**config.mk**
```make
export PLATFORM = sky130hd
export DESIGN_NAME = system_control_coprocessor_top
export DESIGN_NICKNAME = d
export VERILOG_FILES = /design/src/scc_pkg.sv /design/src/system_control_coprocessor_top.sv
export SDC_FILE = /design/constraint.sdc
export NUM_CORES = 2
export LEC_CHECK = 0
export ABC_AREA = 1
export ABC_CLOCK_PERIOD_IN_PS = 8300
export BUFFER_PORTS_ARGS = -buffer_cell sky130_fd_sc_hd__buf_2
export CAP_MARGIN = 20
export CELL_PAD_IN_SITES_DETAIL_PLACEMENT = 0
export CELL_PAD_IN_SITES_GLOBAL_PLACEMENT = 1
export CORE_MARGIN = 10
export CORE_UTILIZATION = 46
export DETAILED_ROUTE_END_ITERATION = 8
export PLACE_DENSITY = 0.82
export SLEW_MARGIN = 20
export SYNTH_ARGS = -nofsm -noshare
export SYNTH_HDL_FRONTEND = slang
export SYNTH_SLANG_ARGS = --single-unit
```
**constraint.sdc**
```tcl
create_clock -name aclk -period 8.3 [get_ports aclk]
set_clock_uncertainty 0.15 [all_clocks]
set_input_delay 0.415 -clock aclk [delete_from_list [all_inputs] [get_ports aclk]]
set_output_delay 0.415 -clock aclk [all_outputs]
set_load 0.005 [all_outputs]
```
**src/scc_pkg.sv**
```systemverilog
// shared types and constants for the system control coprocessor
package scc_pkg;

    localparam logic [63:0] VEC_BASE_BEV  = 64'hFFFF_FFFF_BFC0_0200;
    localparam logic [63:0] VEC_BASE_NORM = 64'hFFFF_FFFF_8000_0000;
    localparam logic [63:0] VEC_GENERAL   = 64'h180;
    localparam logic [31:0] PRID_RESET    = 32'd2850;

    typedef enum logic [2:0] {
        FN_WRITE  = 3'd0,
        FN_READ   = 3'd1,
        FN_RAISE  = 3'd2,
        FN_USABLE = 3'd3,
        FN_TICK   = 3'd4,
        FN_SET    = 3'd5,
        FN_CLEAR  = 3'd6,
        FN_NONE   = 3'd7
    } func_t;

    typedef enum logic [1:0] {
        FLT_NONE   = 2'd0,
        FLT_DOUBLE = 2'd1,
        FLT_REG    = 2'd2,
        FLT_MODE   = 2'd3
    } fault_t;

    localparam logic [4:0] R_INDEX = 5'd0, R_RANDOM = 5'd1, R_ELO0 = 5'd2, R_ELO1 = 5'd3,
        R_CONTEXT = 5'd4, R_PMASK = 5'd5, R_WIRED = 5'd6, R_BADV = 5'd8, R_COUNT = 5'd9,
        R_EHI = 5'd10, R_COMPARE = 5'd11, R_STATUS = 5'd12, R_CAUSE = 5'd13, R_EPC = 5'd14,
        R_PRID = 5'd15, R_CONFIG = 5'd16, R_LLADDR = 5'd17, R_WLO = 5'd18, R_WHI = 5'd19,
        R_XCTX = 5'd20, R_TAGLO = 5'd28, R_ERREPC = 5'd30;

    localparam logic [4:0] EXC_INT = 5'd0, EXC_CPU = 5'd11;
    localparam logic CFG_PRID = 1'b0, CFG_RATIO = 1'b1;

endpackage

```
**src/system_control_coprocessor_top.sv**
```systemverilog
// system control coprocessor: register file, exception entry, timer and interrupts
// One request is taken per cycle while the result register can take it. All work for a
// request is done in the cycle it is accepted and its result lands in a single output
// register, valid in the cycle after acceptance; the input is taken while the result
// register is empty or being drained the same cycle.
module system_control_coprocessor_top
    import scc_pkg::*;
(
    input  logic        aclk,
    input  logic        aresetn,
    input  logic        cfg_we,
    input  logic        cfg_index,
    input  logic [31:0] cfg_data,
    input  logic        s_valid,
    output logic        s_ready,
    input  logic [2:0]  s_func,
    input  logic [4:0]  s_reg_num,
    input  logic [63:0] s_write_data,
    input  logic [4:0]  s_exc_code,
    input  logic [1:0]  s_cop_number,
    input  logic [63:0] s_bad_address,
    input  logic        s_load_bad_address,
    input  logic [63:0] s_pc,
    input  logic        s_in_delay_slot,
    input  logic [2:0]  s_intr_line,
    output logic        m_valid,
    input  logic        m_ready,
    output logic [63:0] m_read_data,
    output logic        m_redirect,
    output logic [63:0] m_redirect_pc,
    output logic        m_usable,
    output logic [1:0]  m_fault
);

    logic [31:0] prid_reg;
    logic [3:0]  ratio_reg;
    logic [31:0] status_reg, status_next, cause_reg, cause_next;
    logic [31:0] count_reg, count_next, compare_reg, compare_next, xctx_reg, xctx_next;
    logic [63:0] epc_reg, epc_next, errepc_reg, errepc_next, badv_reg, badv_next;
    logic [63:0] taglo_reg, taglo_next, lladdr_reg, lladdr_next, wlo_reg, wlo_next;
    logic [36:0] ehi_reg, ehi_next;
    logic [25:0] elo0_reg, elo0_next, elo1_reg, elo1_next;
    logic [11:0] pmask_reg, pmask_next;
    logic [6:0]  index_reg, index_next, cfgf_reg, cfgf_next;
    logic [4:0]  wired_reg, wired_next, random_reg, random_next;
    logic [2:0]  whi_reg, whi_next;

    logic [63:0] rd, tgt;
    logic        took, usable;
    fault_t      flt;
    logic        do_exc, chk;
    logic [4:0]  ecode;
    logic [1:0]  ksu;
    logic [31:0] st_chk;
    logic [63:0] d;
    logic        accept;

    assign s_ready = !m_valid || m_ready;
    assign accept  = s_valid && s_ready;
    assign d = s_write_data;

    always_comb begin
        status_next = status_reg; cause_next = cause_reg; count_next = count_reg;
        compare_next = compare_reg; xctx_next = xctx_reg; epc_next = epc_reg;
        errepc_next = errepc_reg; badv_next = badv_reg; taglo_next = taglo_reg;
        lladdr_next = lladdr_reg; wlo_next = wlo_reg; ehi_next = ehi_reg;
        elo0_next = elo0_reg; elo1_next = elo1_reg; pmask_next = pmask_reg;
        index_next = index_reg; cfgf_next = cfgf_reg; wired_next = wired_reg;
        random_next = random_reg; whi_next = whi_reg;
        rd = '0; usable = 1'b0; flt = FLT_NONE; do_exc = 1'b0; chk = 1'b0;
        ecode = EXC_INT; ksu = status_reg[4:3];
        unique case (func_t'(s_func))
            FN_WRITE: begin
                case (s_reg_num)
                    R_INDEX:   index_next = {d[31], d[5:0]};
                    R_ELO0:    elo0_next = d[25:0];
                    R_ELO1:    elo1_next = d[25:0];
                    R_CONTEXT: flt = FLT_REG;
                    R_PMASK:   pmask_next = d[24:13];
                    R_WIRED: begin
                        wired_next = d[4:0];
                        random_next = 5'd31;
                    end
                    R_BADV:    badv_next = d;
                    R_COUNT:   count_next = d[31:0];
                    R_EHI:     ehi_next = {d[63:62], d[39:13], d[7:0]};
                    R_COMPARE: begin
                        compare_next = d[31:0];
                        cause_next[15] = 1'b0;
                    end
                    R_STATUS: begin
                        status_next = d[31:0];
                        ksu = d[4:3];
                        if (d[27] || d[25] || (d[5] && ksu == 2'd2) ||
                            (d[6] && ksu == 2'd1) || (d[7] && ksu == 2'd0))
                            flt = FLT_MODE;
                        chk = 1'b1;
                    end
                    R_CAUSE: begin
                        cause_next[9:8] = d[9:8];
                        chk = 1'b1;
                    end
                    R_EPC:    epc_next = d;
                    R_CONFIG: cfgf_next = {d[26:24], d[14], d[2], d[1:0]};
                    R_LLADDR: lladdr_next = d;
                    R_WLO:    wlo_next = {d[63:3], 1'b0, d[1:0]};
                    R_WHI:    whi_next = d[2:0];
                    R_XCTX:   xctx_next = d[63:32];
                    R_TAGLO:  taglo_next = d;
                    R_ERREPC: errepc_next = d;
                    default: ;
                endcase
            end
            FN_READ: begin
                case (s_reg_num)
                    R_INDEX:   rd = {32'd0, index_reg[6], 25'd0, index_reg[5:0]};
                    R_RANDOM:  rd = {59'd0, random_reg};
                    R_ELO0:    rd = {38'd0, elo0_reg};
                    R_ELO1:    rd = {38'd0, elo1_reg};
                    R_PMASK:   rd = {39'd0, pmask_reg, 13'd0};
                    R_WIRED:   rd = {59'd0, wired_reg};
                    R_BADV:    rd = badv_reg;
                    R_COUNT:   rd = {32'd0, count_reg};
                    R_EHI:     rd = {ehi_reg[36:35], 22'd0, ehi_reg[34:8], 5'd0, ehi_reg[7:0]};
                    R_COMPARE: rd = {32'd0, compare_reg};
                    R_STATUS:  rd = {32'd0, status_reg};
                    R_CAUSE:   rd = {32'd0, cause_reg};
                    R_EPC:     rd = epc_reg;
                    R_PRID:    rd = {32'd0, prid_reg};
                    // fixed field at 14..4 overlaps the BE bit, whose place reads as one
                    R_CONFIG:  rd = {32'd0, ratio_reg, 1'b0, cfgf_reg[6:4], 5'd0, 4'hD,
                                     (11'h646 | {cfgf_reg[3], 10'd0}), 1'b0,
                                     cfgf_reg[2], cfgf_reg[1:0]};
                    R_LLADDR:  rd = lladdr_reg;
                    R_WLO:     rd = wlo_reg;
                    R_WHI:     rd = {61'd0, whi_reg};
                    R_XCTX:    rd = {xctx_reg[30:0], 33'd0};
                    R_TAGLO:   rd = taglo_reg;
                    R_ERREPC:  rd = errepc_reg;
                    default:   rd = '0;
                endcase
            end
            FN_RAISE: begin
                if (s_load_bad_address) badv_next = s_bad_address;
                if (s_exc_code == EXC_CPU) cause_next[29:28] = s_cop_number;
                do_exc = 1'b1;
                ecode = s_exc_code;
            end
            FN_USABLE: begin
                if (status_reg[28] || status_reg[4:3] == 2'd0) begin
                    usable = 1'b1;
                end else begin
                    cause_next[29:28] = 2'd0;
                    do_exc = 1'b1;
                    ecode = EXC_CPU;
                end
            end
            FN_TICK: begin
                count_next = count_reg + 32'd1;
                random_next = random_reg - 5'd1;
                if (count_next == compare_reg) begin
                    cause_next[15] = 1'b1;
                    chk = 1'b1;
                end
            end
            FN_SET: begin
                cause_next[5'd8 + {2'd0, s_intr_line}] = 1'b1;
                chk = 1'b1;
            end
            FN_CLEAR: cause_next[5'd8 + {2'd0, s_intr_line}] = 1'b0;
            FN_NONE: ;
            default: ;
        endcase

        // interrupt check uses the updated status and cause
        st_chk = status_next;
        if (chk && st_chk[0] && st_chk[2:1] == 2'b00 &&
            (st_chk[15:8] & cause_next[15:8]) != 8'd0) begin
            do_exc = 1'b1;
            ecode = EXC_INT;
        end

        took = 1'b0; tgt = '0;
        if (do_exc) begin
            if (status_next[1]) begin
                flt = FLT_DOUBLE;
            end else begin
                status_next[1] = 1'b1;
                cause_next[6:2] = ecode;
                cause_next[31] = s_in_delay_slot;
                epc_next = s_in_delay_slot ? s_pc - 64'd4 : s_pc;
                took = 1'b1;
                tgt = (status_next[22] ? VEC_BASE_BEV : VEC_BASE_NORM) +
                      ((ecode == 5'd1 || ecode == 5'd2 || ecode == 5'd3) ? 64'd0 : VEC_GENERAL);
            end
        end
    end

    always_ff @(posedge aclk) begin
        if (!aresetn) begin
            prid_reg <= PRID_RESET; ratio_reg <= '0;
            status_reg <= '0; cause_reg <= '0; count_reg <= '0; compare_reg <= '0;
            xctx_reg <= '0; epc_reg <= '0; errepc_reg <= '0; badv_reg <= '0;
            taglo_reg <= '0; lladdr_reg <= '0; wlo_reg <= '0; ehi_reg <= '0;
            elo0_reg <= '0; elo1_reg <= '0; pmask_reg <= '0; index_reg <= '0;
            cfgf_reg <= '0; wired_reg <= '0; random_reg <= 5'd31; whi_reg <= '0;
            m_valid <= 1'b0;
        end else begin
            if (cfg_we) begin
                if (cfg_index == CFG_PRID) prid_reg <= cfg_data;
                else                       ratio_reg <= cfg_data[3:0];
            end
            if (accept) begin
                status_reg <= status_next; cause_reg <= cause_next; count_reg <= count_next;
                compare_reg <= compare_next; xctx_reg <= xctx_next; epc_reg <= epc_next;
                errepc_reg <= errepc_next; badv_reg <= badv_next; taglo_reg <= taglo_next;
                lladdr_reg <= lladdr_next; wlo_reg <= wlo_next; ehi_reg <= ehi_next;
                elo0_reg <= elo0_next; elo1_reg <= elo1_next; pmask_reg <= pmask_next;
                index_reg <= index_next; cfgf_reg <= cfgf_next; wired_reg <= wired_next;
                random_reg <= random_next; whi_reg <= whi_next;
                m_valid <= 1'b1;
            end else if (m_ready) begin
                m_valid <= 1'b0;
            end
        end
    end

    always_ff @(posedge aclk) begin
        if (accept) begin
            m_read_data   <= rd;
            m_redirect    <= took;
            m_redirect_pc <= tgt;
            m_usable      <= usable;
            m_fault       <= flt;
        end
    end

endmodule

```
# After elaboration in Yosys (flattened, before gate mapping)
# Index checks and enable logic that the tools add are counted.
# totals
ramBits	0
mem_bits_ro	0
latch_bits	0
register_bits	839
mem_count	0
wordCells	190
# op_classes
magnitude_cmp	2
eq_ne	40
n_mux	54
reduce_logical	52
n_bitwise	6
shift	0
addsub	5
n_div	0
mul	0
# op_table
cell	n
$pmux W64 S21	1
$mux W64	7
$pmux W64 S2	1
$pmux W32 S2	1
$sub A64 B3 Y64 const B	1
$reduce_and A3 Y1	17
$mux W23	2
$eq A5 B4 Y1 const B	9
$eq A5 B5 Y1 const B	7
$add A32 B10 Y33	1
$add A32 B1 Y32 const B	1
$and A32 B32 Y32	1
$eq A32 B32 Y1	1
$mux W32	1
$not A32 Y32	1
$or A32 B32 Y32	1
$mux W30	1
$pmux W5 S2	3
$pmux W12 S2	1
$eq A5 B2 Y1 const B	4
$mux W5	4
$pmux W8 S2	1
$eq A5 B3 Y1 const B	3
$mux W1	14
other kinds (36)	75

# Longest topological paths before layout
# logic_depth
word_depth	17
depth_mapped	26
ltp_nobuf	25

# Worst setup path after synthesis
# No wires, ideal clock.
# synth_timing
path_kind	register to register
startpoint	reg count_reg[0]
endpoint	reg epc_reg[20]
path_slack_ns	5.481
stages_incl_launch_ff	26
t_arrival_ns	2.560
synth_period_minus_slack_ns	2.819
n_path_buf	1
cell_sequence	dfxtp_1 ha_1 nand2_2 nor2_4 nand2_2 nor2_4 nand3_1 nand3_1 nand2_1 inv_1 nand2_1 nor2_1 nand2_1 nor2_1 nand2_1 nand2_1 nand3_1 nand2_1 nand2_2 nand2_2 nand2_1 buf_2 nand2_1 nand3_1 nand2_1 inv_1
# synth_via
elab_chain_cells	9
elab_cells_between_ends	13
cone_classes	1 x add/sub; 1 x eq/ne; 6 x mux; 1 x bitwise; 4 x reduce/logical
# synth_lines
element	line	rtl
start, declared	system_control_coprocessor_top.sv:38	logic [31:0] count_reg, count_next, compare_reg, compare_next, xctx_reg, xctx_next;
start signal, assigned	system_control_coprocessor_top.sv:214	status_reg <= status_next; cause_reg <= cause_next; count_reg <= count_next;
$add A32 B1 Y32 *	system_control_coprocessor_top.sv:159	count_next = count_reg + 32'd1;
$eq A32 B32 Y1 *	system_control_coprocessor_top.sv:161	if (count_next == compare_reg) begin
$mux W1	system_control_coprocessor_top.sv:161	
$pmux W1 S4 or $pmux W1 S3 (tied branches)	system_control_coprocessor_top.sv:72	unique case (func_t'(s_func))
$and A8 B8 Y8 or $logic_and A1 B1 Y1 (tied branches)	system_control_coprocessor_top.sv:178, system_control_coprocessor_top.sv:177	
$reduce_bool A8 Y1 or $logic_and A1 B1 Y1 (tied branches)	system_control_coprocessor_top.sv:178, system_control_coprocessor_top.sv:177	
$logic_and A1 B1 Y1 *	system_control_coprocessor_top.sv:177	if (chk && st_chk[0] && st_chk[2:1] == 2'b00 &&
$mux W1 *	system_control_coprocessor_top.sv:177	
$mux W64 *	system_control_coprocessor_top.sv:184	if (do_exc) begin
end signal, assigned	system_control_coprocessor_top.sv:215	compare_reg <= compare_next; xctx_reg <= xctx_next; epc_reg <= epc_next;
end, declared	system_control_coprocessor_top.sv:39	logic [63:0] epc_reg, epc_next, errepc_reg, errepc_next, badv_reg, badv_next;
# Every way passes the cells marked *; elsewhere a longest branch is shown, timed or not.
# A chain may end at the register's enable or synchronous reset.

# Worst setup path after layout
# layout_timing
startpoint	reg count_reg[1]
endpoint	reg cause_reg[4]
# layout_via
elab_chain_cells	10
elab_cells_between_ends	15
cone_classes	1 x add/sub; 1 x eq/ne; 8 x mux; 1 x bitwise; 4 x reduce/logical
# layout_lines
element	line	rtl
$add A32 B1 Y32 *	system_control_coprocessor_top.sv:159	
$eq A32 B32 Y1 *	system_control_coprocessor_top.sv:161	
$mux W1	system_control_coprocessor_top.sv:161	
$pmux W1 S4 or $pmux W1 S3 (tied branches)	system_control_coprocessor_top.sv:72	
$and A8 B8 Y8 or $logic_and A1 B1 Y1 (tied branches)	system_control_coprocessor_top.sv:178, system_control_coprocessor_top.sv:177	
$reduce_bool A8 Y1 or $logic_and A1 B1 Y1 (tied branches)	system_control_coprocessor_top.sv:178, system_control_coprocessor_top.sv:177	
$logic_and A1 B1 Y1 *	system_control_coprocessor_top.sv:177	
$mux W5	system_control_coprocessor_top.sv:177	
$mux W5	system_control_coprocessor_top.sv:185	if (status_next[1]) begin
$mux W5 *	system_control_coprocessor_top.sv:184	
end signal, assigned	system_control_coprocessor_top.sv:214	
end, declared	system_control_coprocessor_top.sv:37	logic [31:0] status_reg, status_next, cause_reg, cause_next;
# Marked as above.

==> impl_metrics.env <==
export IMPL_syn_to_final_growth_pct=17.6
export IMPL_dr_pass1_iters=6
export IMPL_crit_path_frequent_cell="nand2_1"
export IMPL_combPwrFrac_pct=9.2
export IMPL_cp_max_fo=40
export IMPL_yosysUniqueCellTypes=48
export IMPL_drive_above_1_share_pct=11.7
export IMPL_core_area_mm2=0.0791
export IMPL_row_count=103
export IMPL_grtUsageTotal_pct=34.3
export IMPL_ys_ff_latch=761
export IMPL_grt_pass1_wl_um=237000
export IMPL_io_pins=384
export IMPL_vias=38278
export IMPL_wl_per_cell_um=24.9
export IMPL_numPortBuffers=363
export IMPL_worst_path_max_delay_cell="nand2_2"
export IMPL_status="completed"
export IMPL_syn_inst=5149
export IMPL_cp_slowest_stage_delay_ps=670
export IMPL_drt_iter0_drc=4744
export IMPL_cts_clk_slew_worst_paths_ps=60
export IMPL_end_kind="flip-flop"
export IMPL_pwr_share_seq_pct=45.2
export IMPL_cts_root_buf="clkbuf_16"
export IMPL_clkSinkCount=761
export IMPL_yosysSeqAreaShare_pct=43.4
export IMPL_fin_tns_setup_ps=0
export IMPL_fp_dieH_um=303
export IMPL_syn_cell_area_mm2=0.0367
export IMPL_htreeDepth=3
export IMPL_rsz0062_at_grt="false"
export IMPL_fin_crit_ps=5540
export IMPL_hold_class="input port to flip-flop"
export IMPL_antenna_found_initial=2
export IMPL_irDropWorstVdd_v=0.000131
export IMPL_grt_max_degree=116
export IMPL_cap_violations=0
export IMPL_syn_avg_cell_area_um2=7.13
export IMPL_synth_warnings=0
export IMPL_critical_path_class="flip-flop to flip-flop"
export IMPL_insertion_delay_ps=670
export IMPL_cts_made_buffers=86
export IMPL_critical_path_cell_chain="ha_1 -> nand2_2 -> nor2_4 -> nand2_1 -> nor2_4 -> nand2_1 -> nand2_1 -> nand2_1 -> nand2_1 -> o21ai_1 -> nor2_1 -> nand3_1 -> nor2_1 -> nand2_1 -> nand2_1 -> nand3_1 -> nand2_1 -> nand2_2 -> nand2_2 -> buf_4 -> nand2_1 -> inv_1 -> nand2_1 -> a21oi_1"
export IMPL_slew_viol_final=0
export IMPL_place_congestion=0.954
export IMPL_grt_pass1_vias=35492
export IMPL_ant_nets=0
export IMPL_arrival_ps=5980
export IMPL_swShare_pct=26.7
export IMPL_grt_busiest_layer="met2"
export IMPL_grtUsageMet2_pct=54.6
export IMPL_cts_tree="built"
export IMPL_synth_area_top_cells="dfxtp_1, o21ai_0, nand2_1, a21oi_1, edfxtp_1"
export IMPL_remaining_drc_errors=0
export IMPL_total_power_mw=8.47
export IMPL_vias_per_cell=5.84
export IMPL_p_leak_nw=17.2
export IMPL_wl_um=163000
export IMPL_nets=5681
export IMPL_fmax_mhz=181
export IMPL_switching_power_mw=2.27
export IMPL_final_hold_violation_count=0
export IMPL_die_x_um=303
export IMPL_layout_common_cells="nand2_1, o21ai_0, dfxtp_1, a21oi_1, inv_1"
export IMPL_final_common_cell="nand2_1"
export IMPL_ctsResizeCount=0
export IMPL_synth_top_area_share_pct=37.6
export IMPL_critPathBufInv=2
export IMPL_setup_viol=0
export IMPL_path_delay_family="simple AND/OR/NAND/NOR gates"
export IMPL_powerDensity_mw_per_mm2=196
export IMPL_crit_path_start_kind="flip-flop"
export IMPL_finalCritPeriodShare_pct=66.7
export IMPL_tightest_slew_ps=1200
export IMPL_clockBufferDepth=3
export IMPL_clock_power_share_pct=45.7
export IMPL_dieArea_mm2=0.0916
export IMPL_overflow=0
export IMPL_use_met1_pct=42.8
export IMPL_hpwlAfterDp_um=110000
export IMPL_start_util_pct=46.4
export IMPL_post_synth_top_area_cell="dfxtp_1"
export IMPL_cp_data_required_time_ps=8740
export IMPL_grt_met3_usage_pct=5.65
export IMPL_p_int_mw=6.21
export IMPL_slew_headroom_pct=19.7
[worst reg2reg max path: cells and delay by family, from the launching register on]
kind	cells	cell delay, ps
buffers and inverters	2	840
AO/OA/AOI/OAI	2	190
AND/OR/NAND/NOR	19	3650
flip-flops	1	420
adder cells (fa/ha/maj)	1	240
[Yosys cell counts, drive strengths merged]
master   number
a221oi      155
or3           1
buf          96
a21oi       643
xnor2        23
nor2        407
a311oi        1
conb          1
nand4        21
o22ai        34
nand3b        1
ha            3
nor4         10
or2           6
xor2         34
clkbuf      322
a31oi        48
a41oi        19
a32o          5
clkinv       15
dfxtp       690
nand3       207
o21a          2
a21o          1
o21ai       753
a221o         1
edfxtp       71
nor3         30
nand2       962
a22o         15
xnor3         1
a22oi         2
inv         502
o211ai       32
o2111ai       9
o221ai        7
and2          1
a211oi        7
o31ai         1
a2111oi      10
[cells by family (layout without fill, tap and decap cells)]
group	after synthesis	in the layout	share of synthesized area, %
other	1	21	0.0102
DFF	761	761	43.4
and+or+nand+nor	1646	1646	18.1
xor gates and xnor gates	58	58	1.42
AOI/OAI and AO/OA	1745	1745	26.7
adders and majority gates	3	3	0.102
buffers and inverters	935	1268	10.3
[area by class of cell]
| type | count | area (µm²) |
|---|---|---|
| fill | 7766 | 35900 |
| inverter | 517 | 1950 |
| clock buffer | 121 | 2430 |
| antenna | 1 | 2.50 |
| tap | 1050 | 1310 |
| timing repair buffer | 590 | 3940 |
| multi-input combinational | 3472 | 17200 |
| clock inverter | 40 | 383 |
| sequential | 761 | 15900 |
[routing by layer]
| metal | vias up | wire [µm] |
|---|---|---|
| met5 | - | 0 |
| met4 | 0 | 11400 |
| met3 | 446 | 14000 |
| met2 | 1972 | 74200 |
| met1 | 17936 | 63500 |
| li1 | 17924 | - |
[final timing paths]
path	startpoint	to	depth (start not counted)	slack, ps
max	count_reg[1]$_SDFFE_PN0P_	cause_reg[4]$_SDFFE_PN0P_	24	2760
min	s_write_data[5]	count_reg[5]$_SDFFE_PN0P_	3	10
max reg2reg	count_reg[1]$_SDFFE_PN0P_	cause_reg[4]$_SDFFE_PN0P_	24	2760
min reg2reg	badv_reg[48]$_SDFFE_PN0P_	badv_reg[48]$_SDFFE_PN0P_	2	300
[per-stage QoR]
stage | hold WS [ps] | util (%) | cells | cell area [µm²] | setup WS (ps)
6_report | 9.75 | 54.6 | 6552 | 43200 | 2760
5_1_grt | 12.6 | 54.6 | 6551 | 43200 | 2470
4_1_cts | 0.272 | 54.6 | 6549 | 43200 | 2920
3_5_place_dp | 288 | 49.1 | 6240 | 38900 | 2560
3_3_place_gp | 283 | 49.1 | 6240 | 38900 | 2590
2_1_floorplan | 274 | - | 5168 | 36800 | 5480
[power groups by stage]
stage | clock, mW | combinational, mW | sequential, mW
CTS | 3.87 | 0.761 | 3.82
detailed placement | 0 | 0.706 | 3.90
floorplan | 0 | 0.389 | 3.89
finish | 3.87 | 0.778 | 3.83
global placement | 0 | 0.705 | 3.90
global route | 4.03 | 0.831 | 3.83
[timing repair]
| item | CTS | global route |
|---|---|---|
| hold buffers | 148 | 0 |
| setup buffers | 0 | 0 |
| endpoints found under the setup margin | 0 | 0 |
| endpoints found under the hold margin | 215 | 0 |
No activity file was read; power rests on OpenSTA's default activity.
